### src/rtl/fkm_pkg.sv
// Shared constants, state encoding and control structs for the frequent k-mer block.
package fkm_pkg;

  localparam int MAX_LEN_DEF     = 1024;
  localparam int K_MAX_DEF       = 12;
  localparam int MAX_RESULTS_DEF = 64;

  localparam int PATTERN_W = 24;
  localparam int OCC_W     = 12;
  localparam int KLEN_W    = 4;
  localparam int DIST_W    = 2;
  localparam int CFG_IDX_W = 1;
  localparam int CFG_W     = 4;

  localparam logic [OCC_W-1:0] CNT_SAT = 12'd4095;

  localparam logic [KLEN_W-1:0] KLEN_RESET = 4'd9;
  localparam logic [DIST_W-1:0] DIST_RESET = 2'd1;

  typedef enum logic [CFG_IDX_W-1:0] {
    REG_KMER_LENGTH    = 1'b0,
    REG_MAX_MISMATCHES = 1'b1
  } cfg_reg_t;

  typedef enum logic [2:0] {
    ST_LOAD,
    ST_START,
    ST_SCAN_INIT,
    ST_SCAN,
    ST_EVAL,
    ST_EMIT
  } state_t;

  typedef struct packed {
    logic load;
    logic clear_len;
    logic init;
    logic scan_start;
    logic scan_run;
    logic update_best;
    logic to_pass2;
    logic next_p;
    logic emit;
  } cmd_t;

  typedef struct packed {
    logic enough;
    logic scan_done;
    logic last_p;
    logic pass2;
    logic hit;
    logic out_last;
  } status_t;

endpackage

### src/rtl/frequent_kmer_mismatch_revcomp.sv
// Top level: most frequent k-mers with mismatches and reverse complements.
//
// Input channel (in_valid/in_ready) takes one base per word, one word per cycle,
// while the block is loading. The word with final_base set starts the search.
// For every pattern code 0 .. 4^k-1 the block walks the stored sequence once
// through the single-port sequence RAM, counting windows within the mismatch
// limit of the pattern and of its reverse complement. A first walk finds the
// best score, a second walk emits the tied patterns in ascending order.
// in_ready stays low for the whole search.
// Output channel (out_valid/out_ready) holds each result word in a register
// until it is taken; a stalled receiver simply pauses the walk. After the word
// marked last_result (or at once if the sequence is shorter than k) the block
// returns to loading with an empty sequence. Configuration registers must only
// be written while the block is loading. Reset empties the sequence, restores
// k = 9 and d = 1.
module frequent_kmer_mismatch_revcomp #(
  parameter int MAX_LEN     = fkm_pkg::MAX_LEN_DEF,
  parameter int K_MAX       = fkm_pkg::K_MAX_DEF,
  parameter int MAX_RESULTS = fkm_pkg::MAX_RESULTS_DEF
) (
  input  logic                             clk,
  input  logic                             rst,
  input  logic                             in_valid,
  output logic                             in_ready,
  input  logic [1:0]                       base,
  input  logic                             final_base,
  output logic                             out_valid,
  input  logic                             out_ready,
  output logic [fkm_pkg::PATTERN_W-1:0]    pattern,
  output logic [fkm_pkg::OCC_W-1:0]        occurrences,
  output logic                             truncated,
  output logic                             last_result,
  input  logic                             cfg_write,
  input  logic [fkm_pkg::CFG_IDX_W-1:0]    cfg_index,
  input  logic [fkm_pkg::CFG_W-1:0]        cfg_data
);

  fkm_pkg::cmd_t    cmd;
  fkm_pkg::status_t st;

  logic [fkm_pkg::KLEN_W-1:0] kmer_length;
  logic [fkm_pkg::DIST_W-1:0] max_mismatches;

  always_ff @(posedge clk) begin
    if (rst) begin
      kmer_length    <= fkm_pkg::KLEN_RESET;
      max_mismatches <= fkm_pkg::DIST_RESET;
    end else if (cfg_write) begin
      case (fkm_pkg::cfg_reg_t'(cfg_index))
        fkm_pkg::REG_KMER_LENGTH:    kmer_length    <= cfg_data;
        fkm_pkg::REG_MAX_MISMATCHES: max_mismatches <= cfg_data[fkm_pkg::DIST_W-1:0];
        default: ;
      endcase
    end
  end

  fkm_ctrl u_ctrl (
    .clk        (clk),
    .rst        (rst),
    .in_valid   (in_valid),
    .final_base (final_base),
    .in_ready   (in_ready),
    .out_valid  (out_valid),
    .out_ready  (out_ready),
    .st         (st),
    .cmd        (cmd)
  );

  fkm_datapath #(
    .MAX_LEN     (MAX_LEN),
    .K_MAX       (K_MAX),
    .MAX_RESULTS (MAX_RESULTS)
  ) u_datapath (
    .clk            (clk),
    .rst            (rst),
    .cmd            (cmd),
    .st             (st),
    .base           (base),
    .kmer_length    (kmer_length),
    .max_mismatches (max_mismatches),
    .pattern        (pattern),
    .occurrences    (occurrences),
    .truncated      (truncated),
    .last_result    (last_result)
  );

`ifndef SYNTHESIS
  a_busy_excl: assert property (@(posedge clk) disable iff (rst) !(in_ready && out_valid))
    else $error("input accepted while a result word is pending");
  a_occ_nonzero: assert property (@(posedge clk) disable iff (rst)
    out_valid |-> occurrences != '0)
    else $error("result word with zero occurrences");
  a_last_returns: assert property (@(posedge clk) disable iff (rst)
    (out_valid && out_ready && last_result) |=> in_ready)
    else $error("block did not return to loading after the last result");
`endif

endmodule

### src/rtl/fkm_ram.sv
// Generic single-port RAM with registered read data.
module fkm_ram #(
  parameter int WIDTH = 2,
  parameter int DEPTH = 1024
) (
  input  logic                     clk,
  input  logic                     we,
  input  logic [$clog2(DEPTH)-1:0] addr,
  input  logic [WIDTH-1:0]         wdata,
  output logic [WIDTH-1:0]         rdata
);

  logic [WIDTH-1:0] mem [DEPTH];

  always_ff @(posedge clk) begin
    if (we) begin
      mem[addr] <= wdata;
    end
    rdata <= mem[addr];
  end

endmodule

### src/rtl/fkm_ctrl.sv
// Controller state machine sequencing load, scan passes and result delivery.
module fkm_ctrl (
  input  logic              clk,
  input  logic              rst,
  input  logic              in_valid,
  input  logic              final_base,
  output logic              in_ready,
  output logic              out_valid,
  input  logic              out_ready,
  input  fkm_pkg::status_t  st,
  output fkm_pkg::cmd_t     cmd
);

  fkm_pkg::state_t state, state_next;

  always_ff @(posedge clk) begin
    if (rst) begin
      state <= fkm_pkg::ST_LOAD;
    end else begin
      state <= state_next;
    end
  end

  always_comb begin
    state_next = state;
    cmd        = '0;
    in_ready   = 1'b0;
    out_valid  = 1'b0;
    unique case (state)
      fkm_pkg::ST_LOAD: begin
        in_ready = 1'b1;
        cmd.load = in_valid;
        if (in_valid && final_base) begin
          state_next = fkm_pkg::ST_START;
        end
      end
      fkm_pkg::ST_START: begin
        if (!st.enough) begin
          cmd.clear_len = 1'b1;
          state_next    = fkm_pkg::ST_LOAD;
        end else begin
          cmd.init   = 1'b1;
          state_next = fkm_pkg::ST_SCAN_INIT;
        end
      end
      fkm_pkg::ST_SCAN_INIT: begin
        cmd.scan_start = 1'b1;
        state_next     = fkm_pkg::ST_SCAN;
      end
      fkm_pkg::ST_SCAN: begin
        cmd.scan_run = 1'b1;
        if (st.scan_done) begin
          state_next = fkm_pkg::ST_EVAL;
        end
      end
      fkm_pkg::ST_EVAL: begin
        if (!st.pass2) begin
          cmd.update_best = 1'b1;
          if (st.last_p) begin
            cmd.to_pass2 = 1'b1;
          end else begin
            cmd.next_p = 1'b1;
          end
          state_next = fkm_pkg::ST_SCAN_INIT;
        end else if (st.hit) begin
          cmd.emit   = 1'b1;
          state_next = fkm_pkg::ST_EMIT;
        end else if (st.last_p) begin
          cmd.clear_len = 1'b1;
          state_next    = fkm_pkg::ST_LOAD;
        end else begin
          cmd.next_p = 1'b1;
          state_next = fkm_pkg::ST_SCAN_INIT;
        end
      end
      fkm_pkg::ST_EMIT: begin
        out_valid = 1'b1;
        if (out_ready) begin
          if (st.out_last || st.last_p) begin
            cmd.clear_len = 1'b1;
            state_next    = fkm_pkg::ST_LOAD;
          end else begin
            cmd.next_p = 1'b1;
            state_next = fkm_pkg::ST_SCAN_INIT;
          end
        end
      end
      default: begin
        state_next = fkm_pkg::ST_LOAD;
      end
    endcase
  end

endmodule

### src/rtl/fkm_datapath.sv
// Datapath: sequence store, window scan, mismatch counting, scoring and result registers.
module fkm_datapath #(
  parameter int MAX_LEN     = fkm_pkg::MAX_LEN_DEF,
  parameter int K_MAX       = fkm_pkg::K_MAX_DEF,
  parameter int MAX_RESULTS = fkm_pkg::MAX_RESULTS_DEF
) (
  input  logic                             clk,
  input  logic                             rst,
  input  fkm_pkg::cmd_t                    cmd,
  output fkm_pkg::status_t                 st,
  input  logic [1:0]                       base,
  input  logic [fkm_pkg::KLEN_W-1:0]       kmer_length,
  input  logic [fkm_pkg::DIST_W-1:0]       max_mismatches,
  output logic [fkm_pkg::PATTERN_W-1:0]    pattern,
  output logic [fkm_pkg::OCC_W-1:0]        occurrences,
  output logic                             truncated,
  output logic                             last_result
);

  localparam int AW = $clog2(MAX_LEN);
  localparam int CW = $clog2(MAX_LEN + 1);
  localparam int PW = 2 * K_MAX;
  localparam int KW = $clog2(K_MAX + 1);
  localparam int TW = $clog2(MAX_RESULTS + 2);
  localparam int SW = fkm_pkg::OCC_W + 1;

  logic [CW-1:0] len;
  logic [CW-1:0] addr;
  logic [CW-1:0] rd_idx;
  logic          rd_valid;
  logic          issue;
  logic [PW-1:0] p;
  logic [PW-1:0] win;
  logic [PW-1:0] win_new;
  logic [PW-1:0] mask;
  logic [PW-1:0] rc_full;
  logic [PW-1:0] rc;
  logic          pass2;
  logic [CW-1:0] cnt_f;
  logic [CW-1:0] cnt_r;
  logic [fkm_pkg::OCC_W-1:0] best;
  logic [TW-1:0] ties;
  logic [TW-1:0] nemit;
  logic [TW-1:0] limit;
  logic [KW-1:0] k_eff;
  logic [KW-1:0] dist_f;
  logic [KW-1:0] dist_r;
  logic [SW-1:0] f_sat;
  logic [SW-1:0] r_sat;
  logic [SW-1:0] sum;
  logic [fkm_pkg::OCC_W-1:0] score;
  logic          cand;
  logic          win_ok;
  logic          ram_we;
  logic [AW-1:0] ram_addr;
  logic [1:0]    ram_rdata;

  // A length of zero acts as one; anything above the maximum is clamped.
  always_comb begin
    if (kmer_length == '0) begin
      k_eff = KW'(1);
    end else if (32'(kmer_length) > K_MAX) begin
      k_eff = KW'(K_MAX);
    end else begin
      k_eff = KW'(kmer_length);
    end
  end

  assign mask = ~({PW{1'b1}} << (2 * k_eff));

  assign ram_we   = cmd.load && (32'(len) < MAX_LEN);
  assign ram_addr = cmd.load ? len[AW-1:0] : addr[AW-1:0];
  assign issue    = cmd.scan_run && (addr < len);

  fkm_ram #(
    .WIDTH (2),
    .DEPTH (MAX_LEN)
  ) u_seq_ram (
    .clk   (clk),
    .we    (ram_we),
    .addr  (ram_addr),
    .wdata (base),
    .rdata (ram_rdata)
  );

  // Reverse complement: complement every base, reverse the full word, then drop unused bases.
  always_comb begin
    for (int j = 0; j < K_MAX; j++) begin
      rc_full[2*j +: 2] = ~p[2*(K_MAX-1-j) +: 2];
    end
    rc = rc_full >> (2 * (K_MAX - k_eff));
  end

  assign win_new = ((win << 2) | PW'(ram_rdata)) & mask;

  always_comb begin
    dist_f = '0;
    dist_r = '0;
    for (int j = 0; j < K_MAX; j++) begin
      dist_f = dist_f + KW'((win_new[2*j +: 2] ^ p[2*j +: 2]) != 2'd0);
      dist_r = dist_r + KW'((win_new[2*j +: 2] ^ rc[2*j +: 2]) != 2'd0);
    end
  end

  assign win_ok = rd_valid && (32'(rd_idx) + 32'd1 >= 32'(k_eff));

  // Each count saturates before the two are added, and the sum saturates again.
  always_comb begin
    f_sat = (32'(cnt_f) > 32'(fkm_pkg::CNT_SAT)) ? SW'(fkm_pkg::CNT_SAT) : SW'(cnt_f);
    r_sat = (32'(cnt_r) > 32'(fkm_pkg::CNT_SAT)) ? SW'(fkm_pkg::CNT_SAT) : SW'(cnt_r);
    sum   = f_sat + r_sat;
    score = (sum > SW'(fkm_pkg::CNT_SAT)) ? fkm_pkg::CNT_SAT : sum[fkm_pkg::OCC_W-1:0];
  end

  assign cand  = (cnt_f != '0);
  assign limit = (32'(ties) > MAX_RESULTS) ? TW'(MAX_RESULTS) : ties;

  always_comb begin
    st.enough    = 32'(len) >= 32'(k_eff);
    st.scan_done = rd_valid && (rd_idx == len - CW'(1));
    st.last_p    = (p == mask);
    st.pass2     = pass2;
    st.hit       = cand && (score == best);
    st.out_last  = last_result;
  end

  always_ff @(posedge clk) begin
    if (rst) begin
      len      <= '0;
      rd_valid <= 1'b0;
      pass2    <= 1'b0;
    end else begin
      if (cmd.clear_len) begin
        len <= '0;
      end else if (ram_we) begin
        len <= len + CW'(1);
      end
      rd_valid <= issue;
      if (cmd.init) begin
        pass2 <= 1'b0;
      end else if (cmd.to_pass2) begin
        pass2 <= 1'b1;
      end
    end
  end

  always_ff @(posedge clk) begin
    if (cmd.init) begin
      p     <= '0;
      best  <= '0;
      ties  <= '0;
      nemit <= '0;
    end
    if (cmd.scan_start) begin
      addr  <= '0;
      win   <= '0;
      cnt_f <= '0;
      cnt_r <= '0;
    end else begin
      if (issue) begin
        addr <= addr + CW'(1);
      end
      rd_idx <= addr;
      if (rd_valid) begin
        win <= win_new;
      end
      if (win_ok && (32'(dist_f) <= 32'(max_mismatches))) begin
        cnt_f <= cnt_f + CW'(1);
      end
      if (win_ok && (32'(dist_r) <= 32'(max_mismatches))) begin
        cnt_r <= cnt_r + CW'(1);
      end
    end
    if (cmd.update_best && cand) begin
      if (score > best) begin
        best <= score;
        ties <= TW'(1);
      end else if (score == best && 32'(ties) <= MAX_RESULTS) begin
        ties <= ties + TW'(1);
      end
    end
    if (cmd.to_pass2) begin
      p <= '0;
    end else if (cmd.next_p) begin
      p <= p + PW'(1);
    end
    if (cmd.emit) begin
      pattern     <= fkm_pkg::PATTERN_W'(p);
      occurrences <= score;
      truncated   <= (32'(ties) > MAX_RESULTS);
      last_result <= (nemit + TW'(1) == limit);
      nemit       <= nemit + TW'(1);
    end
  end

endmodule

### config.mk
export PLATFORM = sky130hd
export DESIGN_NAME = frequent_kmer_mismatch_revcomp
export DESIGN_NICKNAME = d
export VERILOG_FILES = /design/src/rtl/fkm_pkg.sv /design/src/rtl/frequent_kmer_mismatch_revcomp.sv /design/src/rtl/fkm_ram.sv /design/src/rtl/fkm_ctrl.sv /design/src/rtl/fkm_datapath.sv
export SDC_FILE = /design/constraint.sdc
export NUM_CORES = 2
export LEC_CHECK = 0
export BUFFER_PORTS_ARGS = -buffer_cell sky130_fd_sc_hd__clkbuf_2
export CAP_MARGIN = 25
export CORE_MARGIN = 5
export CORE_UTILIZATION = 61
export CTS_BUF_LIST = sky130_fd_sc_hd__clkbuf_4 sky130_fd_sc_hd__clkbuf_8
export DETAILED_ROUTE_END_ITERATION = 16
export PLACE_DENSITY = 0.76
export SLEW_MARGIN = 10
export SYNTH_ARGS = -nofsm -noshare
export SYNTH_HDL_FRONTEND = slang
export SYNTH_SLANG_ARGS = --single-unit
### constraint.sdc
create_clock -name clk -period 10.15 [get_ports clk]
set_input_delay 1.5225 -clock clk [delete_from_list [all_inputs] [get_ports clk]]
set_output_delay 1.5225 -clock clk [all_outputs]
set_load 0.02 [all_outputs]
; Word level (Yosys, flattened, before mapping)
; Memories as Yosys holds them, arrays and structs flattened. A register that Yosys moved wholly into a read port is not among the register bits.
; Index checks and enable logic that the tools add are counted.
[totals]
regBits = 176
ramBits = 2048
romBits = 0
latchBits = 0
wordCells = 215
output_inout_bits = 40
inputBits = 13
memories = 1
[classes]
n_bitwise = 40
reduce_logical = 45
muxes = 52
add_sub_neg = 33
n_div = 0
n_lt_le_gt_ge = 11
n_shift = 2
n_mul = 0
n_eq_ne = 12
[memory_table]
columns = memory, depth, width, rd, rd_ports_with_merged_regs, write_ports, line
row1 = u_datapath.u_seq_ram.mem, 1024, 2, 1, 1, 1, fkm_ram.sv:13  ; logic [WIDTH-1:0] mem [DEPTH];
[op_table]
columns = op, count
row1 = 4-bit by 1-bit adder with 4-bit output, 20
row2 = 2-bit nonzero test, 26
row3 = 7-bit 2-to-1 mux, 7
row4 = 12-bit 2-to-1 mux, 4
row5 = 24-bit 2-to-1 mux, 2
row6 = 2-bit bitwise XOR, 24
row7 = "11-bit by 1-bit adder with 11-bit output, second input constant", 4
row8 = 32-bit by 4-bit >= comparator with 1-bit output, 1
row9 = 24-bit by 32-bit >> shifter with 24-bit output, 1
row10 = "24-bit by 1-bit adder with 24-bit output, second input constant", 1
row11 = 24-bit AND, 1
row12 = 24-bit == test, 1
row13 = 2-bit NOT, 12
row14 = 24-bit NOT, 1
row15 = 24-bit by 2-bit OR with 24-bit output, 1
row16 = "24-bit by 5-bit left shift with 24-bit output, first input constant", 1
row17 = 1-bit 2-to-1 mux, 23
row18 = 3-bit one-hot mux with 6 select lines, 1
row19 = 3-bit 2-to-1 mux, 5
row20 = "7-bit by 1-bit adder with 7-bit output, second input constant", 2
row21 = "13-bit by 12-bit > comparator with 1-bit output, second input constant", 1
row22 = "11-bit by 1-bit adder with 12-bit output, second input constant", 1
row23 = 11-bit by 11-bit adder with 12-bit output, 1
row24 = 12-bit == test, 1
row25 = 32 further kinds, 53

; Logic depth before layout (Yosys ltp)
[depth]
depth_word = 21
ltp_mapped = 34

; Modules after synthesis
; A second synthesis with hierarchy kept.
[unflattened]
hier_cells = 6553
hier_area_um2 = 95181.3
[by_module_without_submodules]
columns = mod, n_inst, seq_area_each_um2, area_each_um2, cells_each
row1 = fkm_ram, 1, 61539.0, 83204.8, 5193
row2 = fkm_datapath, 1, 3903.7, 11348.4, 1289
row3 = fkm_ctrl, 1, 60.1, 369.1, 45
row4 = frequent_kmer_mismatch_revcomp, 1, 120.1, 259.0, 26

; Worst setup path after synthesis
; Ideal clock, no wire load.
[synth_path]
path_kind = register to register
start = register kmer_length[2] (netlist name)
end = register u_datapath.cnt_r[10]
setup_time_ns = 0.070
stages_incl_launch_ff = 35
period_less_slack_ns = 8.511
arrival_time_ns = 8.441
required_time_ns = 10.080
setup_slack_ns = 1.639
cell_sequence = dfxtp_1 > buf_2 > buf_2 > o21ba_2 > o22ai_1 > clkbuf_1 > inv_1 > ha_1 > clkbuf_1 > buf_1 > clkbuf_1 > nand2_1 > o211ai_1 > o211ai_1 > o21a_1 > nor3b_1 > a311oi_1 > ha_1 > inv_1 > fa_1 > fa_1 > fa_1 > inv_1 > fa_1 > inv_1 > fa_1 > inv_1 > ha_1 > a21oi_1 > a21oi_1 > nor4_1 > nand2_1 > or3_1 > or3_1 > a21oi_1
[synth_between]
elab_chain_len = 21
elab_cells_between_ends = 48
cone_classes = add/sub: 12 / order compare: 3 / shift: 2 / mux: 2 / bitwise: 14 / reduce/logical: 15
[synth_rtl]
columns = item, line
row1 = from (decl), frequent_kmer_mismatch_revcomp.sv:41  ; logic [fkm_pkg::KLEN_W-1:0] kmer_length;
row2 = from (signal assigned), frequent_kmer_mismatch_revcomp.sv:46  ; kmer_length <= fkm_pkg::KLEN_RESET;
row3 = from (signal assigned), frequent_kmer_mismatch_revcomp.sv:50  ; fkm_pkg::REG_KMER_LENGTH: kmer_length <= cfg_data;
row4 = 4-bit > comparator, fkm_datapath.sv:62  ; end else if (32'(kmer_length) > K_MAX) begin
row5 = 4-bit 2-to-1 mux, fkm_datapath.sv:62
row6 = 4-bit 2-to-1 mux *, fkm_datapath.sv:60  ; if (kmer_length == '0) begin
row7 = branches (longest 17 deep; another with 4-bit by 4-bit subtractor with 5-bit output), -
row8 = 1-bit logical AND *, fkm_datapath.sv:170  ; if (win_ok && (32'(dist_r) <= 32'(max_mismatches))) begin
row9 = to (signal assigned), fkm_datapath.sv:171  ; cnt_r <= cnt_r + CW'(1);
row10 = to (decl), fkm_datapath.sv:40  ; logic [CW-1:0] cnt_r;
; Mark *: on every way between the ends.
; A chain may end at the register's enable or synchronous reset.

; Worst setup path after layout
; Same ends and word-level chain as after synthesis.

==> run summary <==
In this run, synthesis produced a sequential element count of 2,226. The share of power burned in combinational logic came out at 17.3%. The slew at the pin with the worst max-slew slack is 1.31 ns. The critical path ends at u_datapath.cnt_r[10]$_SDFFE_PP0P_.

The fmax is 120 MHz. The tool flagged a number of max-cap violations equal to 0. The data required time of the critical path is 11.04 ns. Counting buffers and inverters, the worst setup path is 31 cells deep. The post-route netlist has 12.3% of its cells at a drive strength greater than 1. Summing every instance area after synthesis gives 0.0944 mm². TritonCTS built the clock tree. The total length of routed wires came out at 267,000 µm. The clock share of power came out at 34.7%. The count of hold-fix buffers inserted at cts is 0.

The CTS sink count is 2,226. The largest incremental delay on the critical path is 0.73 ns. The x dimension of the die is 403 µm. In this run the worst setup path begins at kmer_length[2]$_SDFFE_PP0P_. VDD sags by at most 0.000215 V.

The final count of pins violating max slew was 0. The post-synthesis async set-or-reset flop share is 0%. The CTS buffer count came out at 361.

The I/O pin count is 53. The tightest slew margin relative to the limit came out at 13.0%. The detailed-route DRC error count came out at 0. The row count is 144. The via count normalized by instance count is 6.66.

The cell accounting for the most synthesized area is sky130_fd_sc_hd__edfxtp_1. The root cell of the clock tree is sky130_fd_sc_hd__clkbuf_8. The number of warnings issued by yosys came out at 0. Buffers added to address setup during post-CTS repair amount to 0.

STA classifies the critical path startpoint as a register. The final worst hold slack is 0.456 ns. Setup repair after global routing left no endpoint under its margin. The final non-filler cell total is 9,237. The worst min-delay path class is reg2reg.

The count of fill cells added during filler insertion is 10,529. The area growth from synthesis to layout is 9.79%. The number of global-route vias before repair was 59,330. The main flop type after synthesis is sky130_fd_sc_hd__edfxtp_1. In this run switching power makes up 27.8% of total power.

The minimum period implied by the final worst setup slack is 8.31 ns. The category of the worst setup path capture point is a register. The slack of the worst reg-to-reg path is 1.84 ns. The internal portion of total power is 15.5 mW. The total instance count after detailed placement is 8,614. The largest net degree at the start of global routing came out at 254. The HPWL reported at the end of detailed placement came out at 147,000 µm. The aggregate negative setup slack came out at 0 ns.

The clock tree skew after final layout is 0.0999 ns. The worst register-to-register path has a depth of 31. The net switching power is 5.96 mW. Of all nets on the critical path, the largest fanout is 19.

The post-cts gate resize count is 0. Across every metal layer, demand over resource in global routing totals 32.1%. The post-synth net total came out at 6,962. The worst path uses 81.9% of the clock period. The sum of buffers and inverters on the critical path came out at 7. By area the synthesized netlist is led by sky130_fd_sc_hd__edfxtp_1 (67%), sky130_fd_sc_hd__mux2i_1 (9.5%), sky130_fd_sc_hd__nor2_1 (4.7%). At the end of routability-driven placement, the weighted congestion stood at 0.882. The first global-routing pass estimated 385,000 µm of wire. Once the floorplan was initialized, standard cells occupied 61.3% of the core. Input and output buffers added on the ports amount to 52. The number of failing setup endpoints in the final timing report came out at 0.

A synthesized cell averages 13.7 µm². The power density normalized to cell area came out at 207 mW/mm². The post-route cell area came out at 0.104 mm². The worst register-to-register path begins at kmer_length[2]$_SDFFE_PP0P_.

The number of detailed-routing iterations run before antenna repair is 6. The detailed-route via count is 61,539. The net count of the finished layout is 7,029. The number of antenna violations at the first check in global routing is 11. Summing all placed instances gives a cell area of 0.0969 mm². The floorplan die height came out at 403 µm. The largest individual stage delay along the critical path comes from the cell sky130_fd_sc_hd__ha_1. The number of DRC markers in iteration 0 came out at 9,807.

Registers are responsible for 48.0% of the overall power. The endpoint of the lowest-slack register-to-register path is u_datapath.cnt_r[10]$_SDFFE_PP0P_. The core region area came out at 0.154 mm². Global routing finished with a remaining overflow of 0. The flow ran to the end, and the final reports show no timing, DRC or antenna violations. The synthesized netlist contains 73 unique library cells.

The floorplan step defined a die boundary enclosing 0.163 mm². Data arrives at the worst endpoint at 9.21 ns. Summed over all cells, the static leakage comes to 32.1 nW. The final-report hold violation count came out at 0.

The fraction of the yosys area taken by sequential cells came out at 69.5%. Counting along the longest clock path gives a buffer depth of 4. The average wire per cell in the routed design is 28.9 µm. The number of nets with antenna violations after detailed routing came out at 0. After clock tree synthesis, the clock-pin slew on the worst setup and hold paths is 0.06 ns. The share of the synthesized area in the top cell type is 66.9%. Yosys mapped a number of flops with a built-in enable equal to 2,104. The H-tree generated during clock tree synthesis spans 5 levels.

The cell count after synthesis is 6,867. The family of cells with the greatest summed delay on the critical path is adder cells. For the worst-skew pair, the clock arrives at the later sink with an insertion delay of 1.06 ns. The type of the worst setup path is reg2reg.
logic make-up (layout without fill, tap and decap cells):
group | count (synthesis) | count (layout) | share of synthesized area, %
AO/OA/AOI/OAI | 895 | 895 | 5.83
buffers and inverters | 595 | 911 | 2.66
adder cells (fa/ha/maj) | 82 | 82 | 1.21
AND/OR/NAND/NOR | 2027 | 2027 | 9.27
multiplexers | 954 | 954 | 10.7
XOR/XNOR | 88 | 88 | 0.816
flip-flops | 2226 | 2226 | 69.5
other | 0 | 10 | 0
stage by stage:
step | power (mW) | setup WS [ns] | utilization [%]
3_3_place_gp | 14.0 | 1.89 | 62.8
3_5_place_dp | 14.1 | 1.94 | 62.9
6_report | 21.4 | 1.84 | 67.3
2_1_floorplan | 12.9 | 1.64 | -
5_1_grt | 22.1 | 1.45 | 67.3
4_1_cts | 21.4 | 1.90 | 67.3
routing by layer:
metal  vias up  track usage [%]  wire length (µm)
met3       875             7.65             33400
met2      4389             50.2            124000
met4         2             15.4             14400
li1      26001                -                 -
met5         -                0                 7
met1     30272             42.8             95100
power groups by stage:
stage | Clock (mW) | Combinational [mW] | Sequential [mW]
2_1_floorplan | 0 | 2.48 | 10.4
3_3_place_gp | 0 | 3.58 | 10.5
3_5_place_dp | 0 | 3.62 | 10.5
4_1_cts | 7.47 | 3.64 | 10.3
5_1_grt | 7.89 | 3.93 | 10.3
6_report | 7.44 | 3.71 | 10.3
placed cells by master (no fill, tap or decap), types with 13 or more instances in the layout:
| cell type | instances |
|---|---|
| sky130_fd_sc_hd__a211oi_1 | 19 |
| sky130_fd_sc_hd__a21o_1 | 15 |
| sky130_fd_sc_hd__a21oi_1 | 211 |
| sky130_fd_sc_hd__a22oi_1 | 18 |
| sky130_fd_sc_hd__a31oi_1 | 43 |
| sky130_fd_sc_hd__and2_1 | 13 |
| sky130_fd_sc_hd__and3_1 | 25 |
| sky130_fd_sc_hd__buf_12 | 16 |
| sky130_fd_sc_hd__buf_4 | 146 |
| sky130_fd_sc_hd__clkbuf_2 | 50 |
| sky130_fd_sc_hd__clkbuf_4 | 120 |
| sky130_fd_sc_hd__clkbuf_8 | 372 |
| sky130_fd_sc_hd__clkinv_1 | 85 |
| sky130_fd_sc_hd__clkinv_2 | 22 |
| sky130_fd_sc_hd__dfxtp_1 | 122 |
| sky130_fd_sc_hd__edfxtp_1 | 2104 |
| sky130_fd_sc_hd__fa_1 | 15 |
| sky130_fd_sc_hd__ha_1 | 67 |
| sky130_fd_sc_hd__inv_1 | 76 |
| sky130_fd_sc_hd__mux2_2 | 16 |
| sky130_fd_sc_hd__mux2i_1 | 886 |
| sky130_fd_sc_hd__mux4_2 | 43 |
| sky130_fd_sc_hd__nand2_1 | 325 |
| sky130_fd_sc_hd__nand2_2 | 31 |
| sky130_fd_sc_hd__nand2_4 | 17 |
| sky130_fd_sc_hd__nand2b_1 | 34 |
| sky130_fd_sc_hd__nand3_1 | 89 |
| sky130_fd_sc_hd__nand3b_1 | 25 |
| sky130_fd_sc_hd__nand4_1 | 21 |
| sky130_fd_sc_hd__nor2_1 | 1180 |
| sky130_fd_sc_hd__nor2b_1 | 21 |
| sky130_fd_sc_hd__nor3_1 | 39 |
| sky130_fd_sc_hd__nor3b_1 | 16 |
| sky130_fd_sc_hd__nor4_1 | 140 |
| sky130_fd_sc_hd__o21ai_0 | 75 |
| sky130_fd_sc_hd__o22ai_1 | 422 |
| sky130_fd_sc_hd__or3_1 | 17 |
| sky130_fd_sc_hd__xnor2_1 | 63 |
| sky130_fd_sc_hd__xor2_1 | 25 |
worst min path at each step:
stage,from,endpoint,slack (ns),depth (start not counted)
4_1_cts,u_datapath.best[2]$_DFF_P_,u_datapath.best[2]$_DFF_P_,0.46,2
3_3_place_gp,u_datapath.best[2]$_DFF_P_,u_datapath.best[2]$_DFF_P_,0.44,2
6_report,u_datapath.best[2]$_DFF_P_,u_datapath.best[2]$_DFF_P_,0.46,2
5_1_grt,u_datapath.best[8]$_DFF_P_,u_datapath.best[8]$_DFF_P_,0.49,2
3_5_place_dp,u_datapath.best[2]$_DFF_P_,u_datapath.best[2]$_DFF_P_,0.45,2
2_1_floorplan,u_datapath.p[12]$_SDFFE_PP0P_,u_datapath.pattern[12]$_DFFE_PP_,0.41,0
cell usage after synthesis, types with 76 or more instances:
master                     instances
sky130_fd_sc_hd__buf_2           130
sky130_fd_sc_hd__nor4_1          144
sky130_fd_sc_hd__nand2_1         372
sky130_fd_sc_hd__nand3_1          89
sky130_fd_sc_hd__dfxtp_1         122
sky130_fd_sc_hd__a21oi_1         211
sky130_fd_sc_hd__o22ai_1         423
sky130_fd_sc_hd__o21ai_0          76
sky130_fd_sc_hd__edfxtp_1       2104
sky130_fd_sc_hd__inv_1            76
sky130_fd_sc_hd__mux2i_1         893
sky130_fd_sc_hd__clkbuf_1        343
sky130_fd_sc_hd__nor2_1         1180
cell type report:
| class | count | area, µm² | share of cell area [%] |
|---|---|---|---|
| antenna | 10 | 25.0 | 0.0241 |
| clock buffer | 492 | 6020 | 5.81 |
| clock inverter | 120 | 702 | 0.677 |
| inverter | 79 | 297 | 0.286 |
| multi-input combinational | 4046 | 26700 | 25.7 |
| sequential | 2226 | 65600 | 63.3 |
| tap | 2044 | 2560 | 2.47 |
| timing repair buffer | 220 | 1790 | 1.73 |
sequential cells by signal, indices dropped and copies added, names as in the netlist, 2 cells and up:
register,flops
max_mismatches,2
u_datapath.addr,11
u_ctrl.state,3
kmer_length,4
u_datapath.cnt_r,11
u_datapath.cnt_f,11
u_datapath.nemit,7
u_datapath.u_seq_ram.mem,2048
u_datapath.p,24
u_datapath.ties,7
u_datapath.len,11
u_datapath.pattern,24
u_datapath.occurrences,12
u_datapath.u_seq_ram.rdata,2
u_datapath.rd_idx,11
u_datapath.win,22
u_datapath.best,12
worst register-to-register path: cells and delay by family (launching register included):
| family | cells | cell delay, ns |
|---|---|---|
| compound gates | 10 | 1.91 |
| simple gates | 5 | 1.08 |
| flops | 1 | 0.49 |
| xor+xnor | 1 | 0.16 |
| buf+inv | 7 | 1.03 |
| fa+ha+maj | 8 | 3.58 |
Power figures use the tool's default switching activity.
